[config.mk]
export PLATFORM = sky130hd
export DESIGN_NAME = riff_movi_chunk_demux_top
export DESIGN_NICKNAME = d
export VERILOG_FILES = /design/src/rtl/core/rmcd_pkg.sv /design/src/rtl/core/rmcd_queue.sv /design/src/rtl/core/rmcd_front.sv /design/src/rtl/core/riff_movi_chunk_demux_top.sv
export SDC_FILE = /design/constraint.sdc
export NUM_CORES = 1
export LEC_CHECK = 0
export BUFFER_PORTS_ARGS = -buffer_cell sky130_fd_sc_hd__buf_2
export CAP_MARGIN = 40
export CORE_ASPECT_RATIO = 1.2
export CORE_UTILIZATION = 62
export CTS_CLUSTER_DIAMETER = 80
export DETAILED_ROUTE_END_ITERATION = 16
export HOLD_SLACK_MARGIN = 0.03
export MAX_ROUTING_LAYER = met4
export PLACE_DENSITY = 0.79
export SLEW_MARGIN = 5
export SYNTH_ARGS = -nofsm -noshare
export SYNTH_HDL_FRONTEND = slang
export SYNTH_SLANG_ARGS = --single-unit
[constraint.sdc]
create_clock -name clk -period 6 [get_ports clk]
set_clock_uncertainty 0.1 [all_clocks]
set_input_delay 1.2 -clock clk [delete_from_list [all_inputs] [get_ports clk]]
set_output_delay 1.2 -clock clk [all_outputs]
set_load 0.01 [all_outputs]
[src/rtl/core/rmcd_pkg.sv]
`timescale 1ns / 1ps
// Shared types, constants and digit helpers of the movi chunk demultiplexer.
// No dependencies; imported by rmcd_queue, rmcd_front, the top level and the bench.
package rmcd_pkg;

  localparam int RMCD_QDEPTH = 4;
  localparam int RMCD_QPTR_W = $clog2(RMCD_QDEPTH);
  localparam int RMCD_QCNT_W = $clog2(RMCD_QDEPTH + 1);

  localparam int RMCD_CFG_W = 7;

  // Register indexes of the configuration port.
  localparam logic RMCD_CFG_VIDEO_STREAM = 1'b0;
  localparam logic RMCD_CFG_AUDIO_STREAM = 1'b1;

  // Characters used in tag matching.
  localparam logic [31:0] RMCD_TAG_LIST = 32'h5453_494C; // "LIST", first char low
  localparam logic [7:0]  RMCD_CH_ZERO  = 8'h30;
  localparam logic [7:0]  RMCD_CH_D_LO  = 8'h64;
  localparam logic [7:0]  RMCD_CH_W_LO  = 8'h77;
  localparam logic [7:0]  RMCD_CH_B_LO  = 8'h62;
  localparam logic [7:0]  RMCD_CH_B_UP  = 8'h42;
  localparam logic [7:0]  RMCD_CH_C_LO  = 8'h63;
  localparam logic [7:0]  RMCD_CH_C_UP  = 8'h43;

  typedef enum logic [4:0] {
    PH_HEADER   = 5'b00001,
    PH_LISTTYPE = 5'b00010,
    PH_EMIT     = 5'b00100,
    PH_SKIP     = 5'b01000,
    PH_PAD      = 5'b10000
  } rmcd_phase_t;

  typedef struct packed {
    logic [7:0] payload_byte;
    logic       stream_kind;
    logic       chunk_first;
    logic       chunk_last;
  } rmcd_word_t;

  typedef struct packed {
    logic       valid;
    rmcd_word_t word;
  } rmcd_push_t;

  // Tens value of a 7-bit stream number: compare against each multiple of ten.
  function automatic logic [3:0] rmcd_tens(input logic [RMCD_CFG_W-1:0] n);
    logic [3:0] t;
    t = 4'd0;
    for (int k = 1; k <= 12; k++) begin
      if (n >= RMCD_CFG_W'(k * 10)) t = 4'(k);
    end
    return t;
  endfunction

  function automatic logic [7:0] rmcd_tens_char(input logic [RMCD_CFG_W-1:0] n);
    return RMCD_CH_ZERO + {4'd0, rmcd_tens(n)};
  endfunction

  function automatic logic [7:0] rmcd_ones_char(input logic [RMCD_CFG_W-1:0] n);
    logic [RMCD_CFG_W-1:0] ones;
    ones = n - RMCD_CFG_W'(rmcd_tens(n) * 10);
    return RMCD_CH_ZERO + {{(8 - RMCD_CFG_W){1'b0}}, ones};
  endfunction

endpackage

[src/rtl/core/rmcd_queue.sv]
`timescale 1ns / 1ps
// Result word queue between the parsing front and the result ports.
// Depends on rmcd_pkg.
module rmcd_queue
  import rmcd_pkg::*;
(
  input  logic       clk,
  input  logic       rst,
  input  rmcd_push_t wr,
  input  logic       pop,
  output logic       full,
  output logic       empty,
  output rmcd_word_t rd_word
);

  rmcd_word_t             mem [RMCD_QDEPTH];
  logic [RMCD_QPTR_W-1:0] wr_ptr;
  logic [RMCD_QPTR_W-1:0] rd_ptr;
  logic [RMCD_QCNT_W-1:0] count;
  logic                   do_push;
  logic                   do_pop;

  localparam logic [RMCD_QPTR_W-1:0] PTR_ONE = RMCD_QPTR_W'(1);
  localparam logic [RMCD_QCNT_W-1:0] CNT_ONE = RMCD_QCNT_W'(1);

  assign full    = (count == RMCD_QCNT_W'(RMCD_QDEPTH));
  assign empty   = (count == '0);
  assign do_push = wr.valid && !full;
  assign do_pop  = pop && !empty;
  assign rd_word = mem[rd_ptr];

  always_ff @(posedge clk) begin
    if (do_push) mem[wr_ptr] <= wr.word;
  end

  always_ff @(posedge clk) begin
    if (rst) begin
      wr_ptr <= '0;
      rd_ptr <= '0;
      count  <= '0;
    end else begin
      if (do_push) wr_ptr <= wr_ptr + PTR_ONE;
      if (do_pop)  rd_ptr <= rd_ptr + PTR_ONE;
      case ({do_push, do_pop})
        2'b10:   count <= count + CNT_ONE;
        2'b01:   count <= count - CNT_ONE;
        default: count <= count;
      endcase
    end
  end

endmodule

[src/rtl/core/rmcd_front.sv]
`timescale 1ns / 1ps
// Byte parser: collects chunk headers, matches stream tags, marks payload words.
// Depends on rmcd_pkg; feeds rmcd_queue.
module rmcd_front
  import rmcd_pkg::*;
(
  input  logic                  clk,
  input  logic                  rst,
  input  logic                  accept,
  input  logic [7:0]            in_byte,
  input  logic                  cfg_wr_en,
  input  logic                  cfg_index,
  input  logic [RMCD_CFG_W-1:0] cfg_data,
  output rmcd_push_t            wr
);

  rmcd_phase_t phase, phase_next;
  logic [63:0] header_shift, header_shift_next;
  logic [2:0]  byte_count, byte_count_next;
  logic [31:0] remaining, remaining_next;
  logic        pad_pending, pad_pending_next;
  logic        current_kind, current_kind_next;
  logic        first_pending, first_pending_next;

  logic [7:0]  video_tens, video_ones, audio_tens, audio_ones;

  logic [63:0] shift_in;
  logic [31:0] tag, len;
  logic        is_list, is_video, is_audio;

  // Stream digits are formed at write time so header compare stays shallow.
  always_ff @(posedge clk) begin
    if (rst) begin
      video_tens <= rmcd_tens_char(RMCD_CFG_W'(0));
      video_ones <= rmcd_ones_char(RMCD_CFG_W'(0));
      audio_tens <= rmcd_tens_char(RMCD_CFG_W'(99));
      audio_ones <= rmcd_ones_char(RMCD_CFG_W'(99));
    end else if (cfg_wr_en) begin
      unique case (cfg_index)
        RMCD_CFG_VIDEO_STREAM: begin
          video_tens <= rmcd_tens_char(cfg_data);
          video_ones <= rmcd_ones_char(cfg_data);
        end
        RMCD_CFG_AUDIO_STREAM: begin
          audio_tens <= rmcd_tens_char(cfg_data);
          audio_ones <= rmcd_ones_char(cfg_data);
        end
      endcase
    end
  end

  assign shift_in = {in_byte, header_shift[63:8]};
  assign tag      = shift_in[31:0];
  assign len      = shift_in[63:32];
  assign is_list  = (tag == RMCD_TAG_LIST);
  assign is_video = (tag[7:0] == video_tens) && (tag[15:8] == video_ones) &&
                    (tag[23:16] == RMCD_CH_D_LO) &&
                    ((tag[31:24] == RMCD_CH_B_LO) || (tag[31:24] == RMCD_CH_B_UP) ||
                     (tag[31:24] == RMCD_CH_C_LO) || (tag[31:24] == RMCD_CH_C_UP));
  assign is_audio = (tag[7:0] == audio_tens) && (tag[15:8] == audio_ones) &&
                    (tag[23:16] == RMCD_CH_W_LO) && (tag[31:24] == RMCD_CH_B_LO);

  always_comb begin
    phase_next         = phase;
    header_shift_next  = header_shift;
    byte_count_next    = byte_count;
    remaining_next     = remaining;
    pad_pending_next   = pad_pending;
    current_kind_next  = current_kind;
    first_pending_next = first_pending;
    wr.valid             = 1'b0;
    wr.word.payload_byte = in_byte;
    wr.word.stream_kind  = current_kind;
    wr.word.chunk_first  = first_pending;
    wr.word.chunk_last   = (remaining == 32'd1);

    if (accept) begin
      unique case (phase)
        PH_LISTTYPE: begin
          // Drop the four list-type bytes, then descend into the list.
          if (byte_count >= 3'd3) begin
            byte_count_next = 3'd0;
            phase_next      = PH_HEADER;
          end else begin
            byte_count_next = byte_count + 3'd1;
          end
        end
        PH_EMIT: begin
          wr.valid           = 1'b1;
          first_pending_next = 1'b0;
          remaining_next     = remaining - 32'd1;
          if (remaining == 32'd1) begin
            phase_next      = pad_pending ? PH_PAD : PH_HEADER;
            byte_count_next = 3'd0;
          end
        end
        PH_SKIP: begin
          remaining_next = remaining - 32'd1;
          if (remaining == 32'd1) begin
            phase_next      = pad_pending ? PH_PAD : PH_HEADER;
            byte_count_next = 3'd0;
          end
        end
        PH_PAD: begin
          pad_pending_next = 1'b0;
          phase_next       = PH_HEADER;
          byte_count_next  = 3'd0;
        end
        default: begin
          phase_next        = PH_HEADER;
          header_shift_next = shift_in;
          if (byte_count == 3'd7) begin
            byte_count_next = 3'd0;
            if (is_list) begin
              phase_next = PH_LISTTYPE;
            end else begin
              pad_pending_next = len[0];
              remaining_next   = len;
              if (len == 32'd0) begin
                phase_next = PH_HEADER;
              end else if (is_video || is_audio) begin
                current_kind_next  = is_audio;
                first_pending_next = 1'b1;
                phase_next         = PH_EMIT;
              end else begin
                phase_next = PH_SKIP;
              end
            end
          end else begin
            byte_count_next = byte_count + 3'd1;
          end
        end
      endcase
    end
  end

  always_ff @(posedge clk) begin
    header_shift <= header_shift_next;
  end

  always_ff @(posedge clk) begin
    if (rst) begin
      phase         <= PH_HEADER;
      byte_count    <= 3'd0;
      remaining     <= 32'd0;
      pad_pending   <= 1'b0;
      current_kind  <= 1'b0;
      first_pending <= 1'b0;
    end else begin
      phase         <= phase_next;
      byte_count    <= byte_count_next;
      remaining     <= remaining_next;
      pad_pending   <= pad_pending_next;
      current_kind  <= current_kind_next;
      first_pending <= first_pending_next;
    end
  end

endmodule

[src/rtl/core/riff_movi_chunk_demux_top.sv]
`timescale 1ns / 1ps
// AVI movi list demultiplexer: top level joining the parsing front and result queue.
// Depends on rmcd_pkg, rmcd_front and rmcd_queue.
//
// Usage:
//   Input channel: drive in_byte with the next raw byte of the movi list and
//   raise push; the byte is taken at a clock edge where push is high and full
//   is low. Result channel: while empty is low, the oldest payload word sits on
//   payload_byte, stream_kind, chunk_first and chunk_last; take it with pop.
//   Configuration: cfg_wr_en with cfg_index 0 sets the video stream number,
//   index 1 the audio stream number (7 bits each); write only while idle.
//   Flow: the front handles one byte per cycle in a single step, so the
//   sustained rate is one byte per clock while full is low. A payload byte is
//   written into the queue at the edge that takes it; the result ports show the queue head.
//   Header, list-type, skipped and pad bytes produce no word.
//   Stall: a four-word queue separates the sides. When the receiver holds pop
//   low, the queue fills and full rises, which holds the input side until a
//   word is popped; full depends only on queue occupancy.
//   Reset (rst, synchronous, active high): empty the queue, return the parser
//   to header collection, and load video stream 0 and audio stream 99.
module riff_movi_chunk_demux_top
  import rmcd_pkg::*;
(
  input  logic                  clk,
  input  logic                  rst,
  input  logic                  push,
  output logic                  full,
  input  logic [7:0]            in_byte,
  output logic                  empty,
  input  logic                  pop,
  output logic [7:0]            payload_byte,
  output logic                  stream_kind,
  output logic                  chunk_first,
  output logic                  chunk_last,
  input  logic                  cfg_wr_en,
  input  logic                  cfg_index,
  input  logic [RMCD_CFG_W-1:0] cfg_data
);

  rmcd_push_t wr;
  rmcd_word_t rd_word;
  logic       accept;

  // Take a byte whenever the queue has room, so a result always fits.
  assign accept = push && !full;

  rmcd_front u_front (
    .clk       (clk),
    .rst       (rst),
    .accept    (accept),
    .in_byte   (in_byte),
    .cfg_wr_en (cfg_wr_en),
    .cfg_index (cfg_index),
    .cfg_data  (cfg_data),
    .wr        (wr)
  );

  rmcd_queue u_queue (
    .clk     (clk),
    .rst     (rst),
    .wr      (wr),
    .pop     (pop),
    .full    (full),
    .empty   (empty),
    .rd_word (rd_word)
  );

  assign payload_byte = rd_word.payload_byte;
  assign stream_kind  = rd_word.stream_kind;
  assign chunk_first  = rd_word.chunk_first;
  assign chunk_last   = rd_word.chunk_last;

endmodule

### After elaboration in Yosys (flattened, before gate mapping)

Memories as Yosys holds them, arrays and structs flattened. A register that Yosys moved wholly into a read port is not among the register bits.
Index checks and enable logic that the tools add are counted.

* register bits after elaboration: 146
* memory bits (writable): 44
* input bits: 21
* output and inout port bits: 13
* word-level logic and storage cells: 159
* memories kept: 1

* add/subtract/negate cells: 12
* $mul: 2
* magnitude comparators: 13
* eq/ne operators: 26
* muxes and demuxes: 48
* bitwise operators: 7
* reduce and logical (&&, ||, !) cells: 36

Memory list
* u_queue.mem: depth 4, bits a word 11, read ports 1, clocked after memory_dff 1, wr ports 1, line rmcd_queue.sv:16 `rmcd_word_t mem [RMCD_QDEPTH];`

Operator list (number)
* two-way mux 4 bit: 17
* two-way mux 32 bit: 2
* case mux 32 bit (2 select lines): 1
* equality test 8 x 7 -> 1 bit, second input constant: 6
* >= comparator 7 bit, second input constant: 6
* equality test 32 x 1 -> 1 bit, second input constant: 1
* equality test 32 x 31 -> 1 bit, second input constant: 1
* equality test 8 bit: 4
* logical NOT 32 bit: 1
* subtractor 32 x 1 -> 32 bit, second input constant: 1
* two-way mux 5 bit: 6
* >= comparator 7 x 6 -> 1 bit, second input constant: 3
* adder 6 x 7 -> 8 bit, first input constant: 2
* case mux 5 bit (3 select lines): 1
* adder 6 x 4 -> 7 bit, first input constant: 2
* >= comparator 7 x 5 -> 1 bit, second input constant: 2
* subtractor 7 bit: 2
* multiplier 4 x 3 -> 6 bit, second input constant: 2
* AND reduction 6 bit: 2
* two-way mux 1 bit: 11
* nonzero test 2 bit: 5
* logical AND 1 bit: 9
* two-way mux 3 bit: 3
* case mux 3 bit (3 select lines): 1
* 27 further kinds: 53

### Depth between registers and ports, before layout

* word-level depth: 19
* depth in mapped cells: 16
* gate-level depth less buffers: 15

### By module

From an unflattened synthesis, not the netlist that was laid out.

* cells, all modules: 788
* area total of the unflattened synthesis: 8455.6 sq um

Modules (own cells, without submodules)
* rmcd_front: times used 1, cells each 676, area each 6376.1 sq um, sequential area each 3022.9 sq um
* rmcd_queue: times used 1, cells each 111, area each 2065.7 sq um, sequential area each 1501.4 sq um
* riff_movi_chunk_demux_top: times used 1, cells each 1, area each 13.8 sq um, sequential area each 0.0 sq um

### Worst setup path after synthesis

OpenSTA, ideal clock, no wires.

* path kind: input-to-reg
* from: input push
* to: register u_front.pad_pending
* library setup time: 0.076 ns
* data arrival time: 4.497 ns
* required time: 5.824 ns
* slack: 1.327 ns
* stages on the path: 6
* buffers on the path: 1
* cells stage by stage: nor2b_1 clkbuf_1 nand2_1 nor2_1 a32oi_1 nor2_1

* cells in the longest elaborated chain, start to end: 2

Ends and longest elaborated chain
* from (decl): line riff_movi_chunk_demux_top.sv:26 `input logic push,`
* logical AND 1 bit: line riff_movi_chunk_demux_top.sv:45 `assign accept = push && !full;`
* AND reduction 4 bit (no source line)
* to (signal assigned): line rmcd_front.sv:153 `pad_pending <= pad_pending_next;`
* to (decl): line rmcd_front.sv:21 `logic pad_pending, pad_pending_next;`

No other way between the ends.
A chain may end at the register's enable or synchronous reset.

### Worst setup path in the final report

* from: input cfg_data[6]
* to: register u_front.audio_ones[7]

* cells in the longest elaborated chain, start to end: 19
* elaborated cells between the ends (all ways): 30
* those cells by class: 2 x add/sub; 1 x mul; 12 x order compare; 15 x mux

Ends and longest elaborated chain
* from (decl): line riff_movi_chunk_demux_top.sv:37 `input logic [RMCD_CFG_W-1:0] cfg_data`
* >= comparator 7 x 4 -> 1 bit: line rmcd_pkg.sv:51 `if (n >= RMCD_CFG_W'(k * 10)) t = 4'(k);`
* two-way mux 1 bit: line rmcd_pkg.sv:51
* two-way mux 2 bit: line rmcd_pkg.sv:51
* two-way mux 4 bit (10 in a row): line rmcd_pkg.sv:51
* two-way mux 4 bit: line rmcd_front.sv:39 `unique case (cfg_index)`
* two-way mux 4 bit: line rmcd_front.sv:38 `end else if (cfg_wr_en) begin`
* two-way mux 4 bit: line rmcd_front.sv:33 `if (rst) begin`
* multiplier 4 x 3 -> 6 bit: line rmcd_pkg.sv:62 `ones = n - RMCD_CFG_W'(rmcd_tens(n) * 10);`
* subtractor 7 bit (*): line rmcd_pkg.sv:62
* adder 6 x 7 -> 8 bit (*): line rmcd_pkg.sv:63 `return RMCD_CH_ZERO + {{(8 - RMCD_CFG_W){1'b0}}, ones};`
* to (signal assigned): line rmcd_front.sv:37 `audio_ones <= rmcd_ones_char(RMCD_CFG_W'(99));`
* to (signal assigned): line rmcd_front.sv:46 `audio_ones <= rmcd_ones_char(cfg_data);`
* to (decl): line rmcd_front.sv:25 `logic [7:0] video_tens, video_ones, audio_tens, audio_ones;`

Mark *: on every way between the ends. The rest lies on a longest branch, timed or not. The select of a mux whose other input is x is not followed.

==> impl_metrics.py <==
metrics = {
    "global_route": {
        "grt_overflow": 0,
        "grt_pass1_vias": 6052,
        "grt_pass1_wl_um": 30600,
        "track_usage_pct": 29.6,
        "grt_max_degree": 76,
        "antenna_found_initial": 0,
    },
    "min_path": {
        "hold_class": "register to register",
    },
    "power_and_ir_drop": {
        "p_int_uw": 1950,
        "pwr-share-comb_pct": 7.9,
        "swShare_pct": 25.8,
        "power.density_nw_per_um2": 285,
        "power_frac_clock_pct": 40.7,
        "switchingPower_uw": 676,
        "pwr-share-seq_pct": 51.4,
        "ir_drop_mv": 0.232,
        "power_uw": 2620,
        "power_leakage_uw": 0.00327,
    },
    "sta": {
        "rsz0062_at_grt": "false",
        "tightest_slew_ns": 0.824,
        "setup_slack_ns": 1.47,
        "fmax_ghz": 0.221,
        "maxSlewHeadroom_pct": 45.0,
        "finalCritPeriodShare_pct": 75.4,
        "fin_setup_tns_ns": 0,
        "finalSetupViolCount": 0,
        "final_max_slew_viol_count": 0,
        "hold_viol": 0,
        "fin_crit_ns": 4.53,
    },
    "cts": {
        "cts_setup_buffers": 0,
        "cts_hold_buf": 0,
        "htreeDepth": 4,
        "worstSkewPairLatency_ns": 0.43,
        "cts_buffers": 17,
        "ctsResizeCount": 0,
        "clk_pin_slew_ns": 0.07,
        "cts_num_sinks": 176,
        "root_buffer": "clkbuf_16",
        "cts_tree": "done",
        "clockBufferDepth": 2,
    },
    "logic_synthesis": {
        "ys_seq_elements": 176,
        "synth_enable_flop_cells": 100,
        "syn-num-nets": 838,
        "netlist-cell-type-count": 74,
        "synth_ff_type": "edfxtp_1",
        "syn_inst": 797,
        "synth.most_common_cell": "edfxtp_1",
        "yosysSeqAreaShare_pct": 53.8,
        "synth_area_leader_cell": "edfxtp_1",
        "netlist_area_sq_um": 8400,
        "yosysTopAreaCellShare_pct": 35.7,
        "ys_warn_count": 0,
        "yosys-top-cells-area": "edfxtp_1 36%, dfxtp_1 18%, nand2_1 3.4%",
        "synth_common_cells": "100 x edfxtp_1, 77 x nand2_1, 76 x dfxtp_1",
        "synth-async-reset-ratio_pct": 0,
        "postSynthAreaPerCell_sq_um": 10.5,
    },
    "floorplan": {
        "core_sq_um": 13200,
        "io_pins": 34,
        "die-area_sq_um": 14000,
        "row_count": 46,
        "fp.dieH_um": 130,
        "initial_core_util_pct": 63.5,
        "die_width_um": 108,
    },
    "routing": {
        "finalWirelength_um": 19300,
        "drtIter0Drc": 710,
        "viasPerCell": 6.44,
        "dr_total_vias": 6374,
        "drc": 0,
        "avgRoutedWirePerCell_um": 19.6,
        "postRouteAntennaNets": 0,
        "drtPass1Iterations": 8,
    },
    "run": {
        "maxCapViolations": 0,
    },
    "critical_path": {
        "required_ns": 6.25,
        "cpLargestDelayFamily": "compound AO/OA/AOI/OAI gates",
        "worst-path-buf-inv": 2,
        "cp_slowest_stage_delay_ns": 0.63,
        "crit_fanout": 11,
        "arrival_ns": 4.77,
        "endpoint_kind": "register",
        "crit_chain": "buf_2 > nand2b_1 > a22oi_1 > o31ai_1 > a221oi_1 > nor2_1 > ha_1 > inv_1 > ha_1 > or4_1 > a211oi_1 > o21bai_1 > xnor2_1 > o21ai_1 > o31ai_1",
        "worstSetupPathType": "primary input to register",
        "slowest_stage": "a221oi_1",
        "cp-start-kind": "primary input",
    },
    "status": {
        "status": "completed",
    },
    "layout": {
        "layout-drive-gt1-share_pct": 11.4,
        "antenna_cells": 0,
        "fill_cells": 948,
        "final_nets": 849,
        "syn2layout_area_growth_pct": 9.38,
    },
    "placed_design": {
        "gp_congestion": 0.901,
        "dp_hpwl_um": 13100,
        "place_ws_ns": 1.08,
        "io_buffers": 33,
    },
}
## power by group through the flow
stage          Combinational [uW]  Sequential, uW  Clock [uW]
2_1_floorplan                 154            1360           0
3_3_place_gp                  195            1370           0
3_5_place_dp                  205            1370           0
4_1_cts                       205            1350        1070
5_1_grt                       233            1350        1110
6_report                      207            1350        1070
## cells in the final DEF (no fill, tap or decap), types with 27 or more instances in the layout
cell type  count
dfxtp_1       76
a21oi_1       35
nor2_1        72
xnor2_1       27
o21ai_0       53
buf_2         33
edfxtp_1     100
nand2_1       77
## routing by layer
layer / vias up / track usage [%] / routed length [um]
li1: 2987 / - / -
met2: 284 / 50.5 / 10200
met3: 48 / 5.94 / 1000
met1: 3055 / 34.4 / 7620
met4: 0 / 11.0 / 487
met5: - / - / 0
## worst reg2reg max path: stages (launching register included)
cell and delay [ns]:
edfxtp_1 0.48, or4b_1 0.51, or4_4 0.53, o31ai_4 0.41
a21oi_2 0.11, buf_4 0.27, nand2_1 0.27, a21oi_1 0.07
a31o_1 0.19
## area by class of cell
cell class | instances | area [sq um] | area share, %
Tap cell | 168 | 210 | 2.29
Inverter | 25 | 93.8 | 1.02
Sequential cell | 176 | 4520 | 49.2
Multi-Input combinational cell | 550 | 3590 | 39.1
Clock buffer | 18 | 429 | 4.67
Clock inverter | 14 | 140 | 1.52
Timing Repair Buffer | 38 | 203 | 2.21
## final timing paths
kind | end | start | cells past startpoint | slack (ns)
worst max register to register | u_front.remaining[5] | u_front.header_shift[20] | 8 | 2.96
worst min-delay path | u_front.header_shift[23] | u_front.header_shift[31] | 0 | 0.36
worst max-delay path | u_front.audio_ones[7] | cfg_data[6] | 15 | 1.47
worst min register to register | u_front.header_shift[23] | u_front.header_shift[31] | 0 | 0.36
## logic make-up (layout without fill, tap and decap cells)
logic type	count (synthesis)	after routing	share of synthesized area, %
AO/OA/AOI/OAI	178	178	13.8
XOR/XNOR	39	39	4.07
adder cells (fa/ha/maj)	20	20	3.25
buffers and inverters	71	95	3.53
flip-flops	176	176	53.8
multiplexers	12	12	3.07
AND/OR/NAND/NOR	301	301	18.4
## registers in the layout, summed over array words and instances (netlist names), named ones only
signal,flops
u_queue.mem,44
u_front.video_tens,4
u_front.pad_pending,1
u_queue.count,3
u_front.first_pending,1
u_front.current_kind,1
u_queue.rd_ptr,2
u_front.phase,5
u_front.audio_tens,4
u_front.remaining,32
u_front.byte_count,3
u_front.video_ones,8
u_queue.wr_ptr,2
u_front.audio_ones,8
u_front.header_shift,56
## metrics by stage
stage / utilization (%) / area (sq um) / cells / hold slack [ns]
5_1_grt: 69.4 / 9190 / 989 / 0.367
6_report: 69.4 / 9190 / 989 / 0.357
3_3_place_gp: 65.1 / 8620 / 957 / 0.327
4_1_cts: 69.4 / 9190 / 989 / 0.352
3_5_place_dp: 65.1 / 8620 / 957 / 0.339
2_1_floorplan: - / 8400 / 797 / 0.317
No activity file was read; power rests on OpenSTA's default activity.
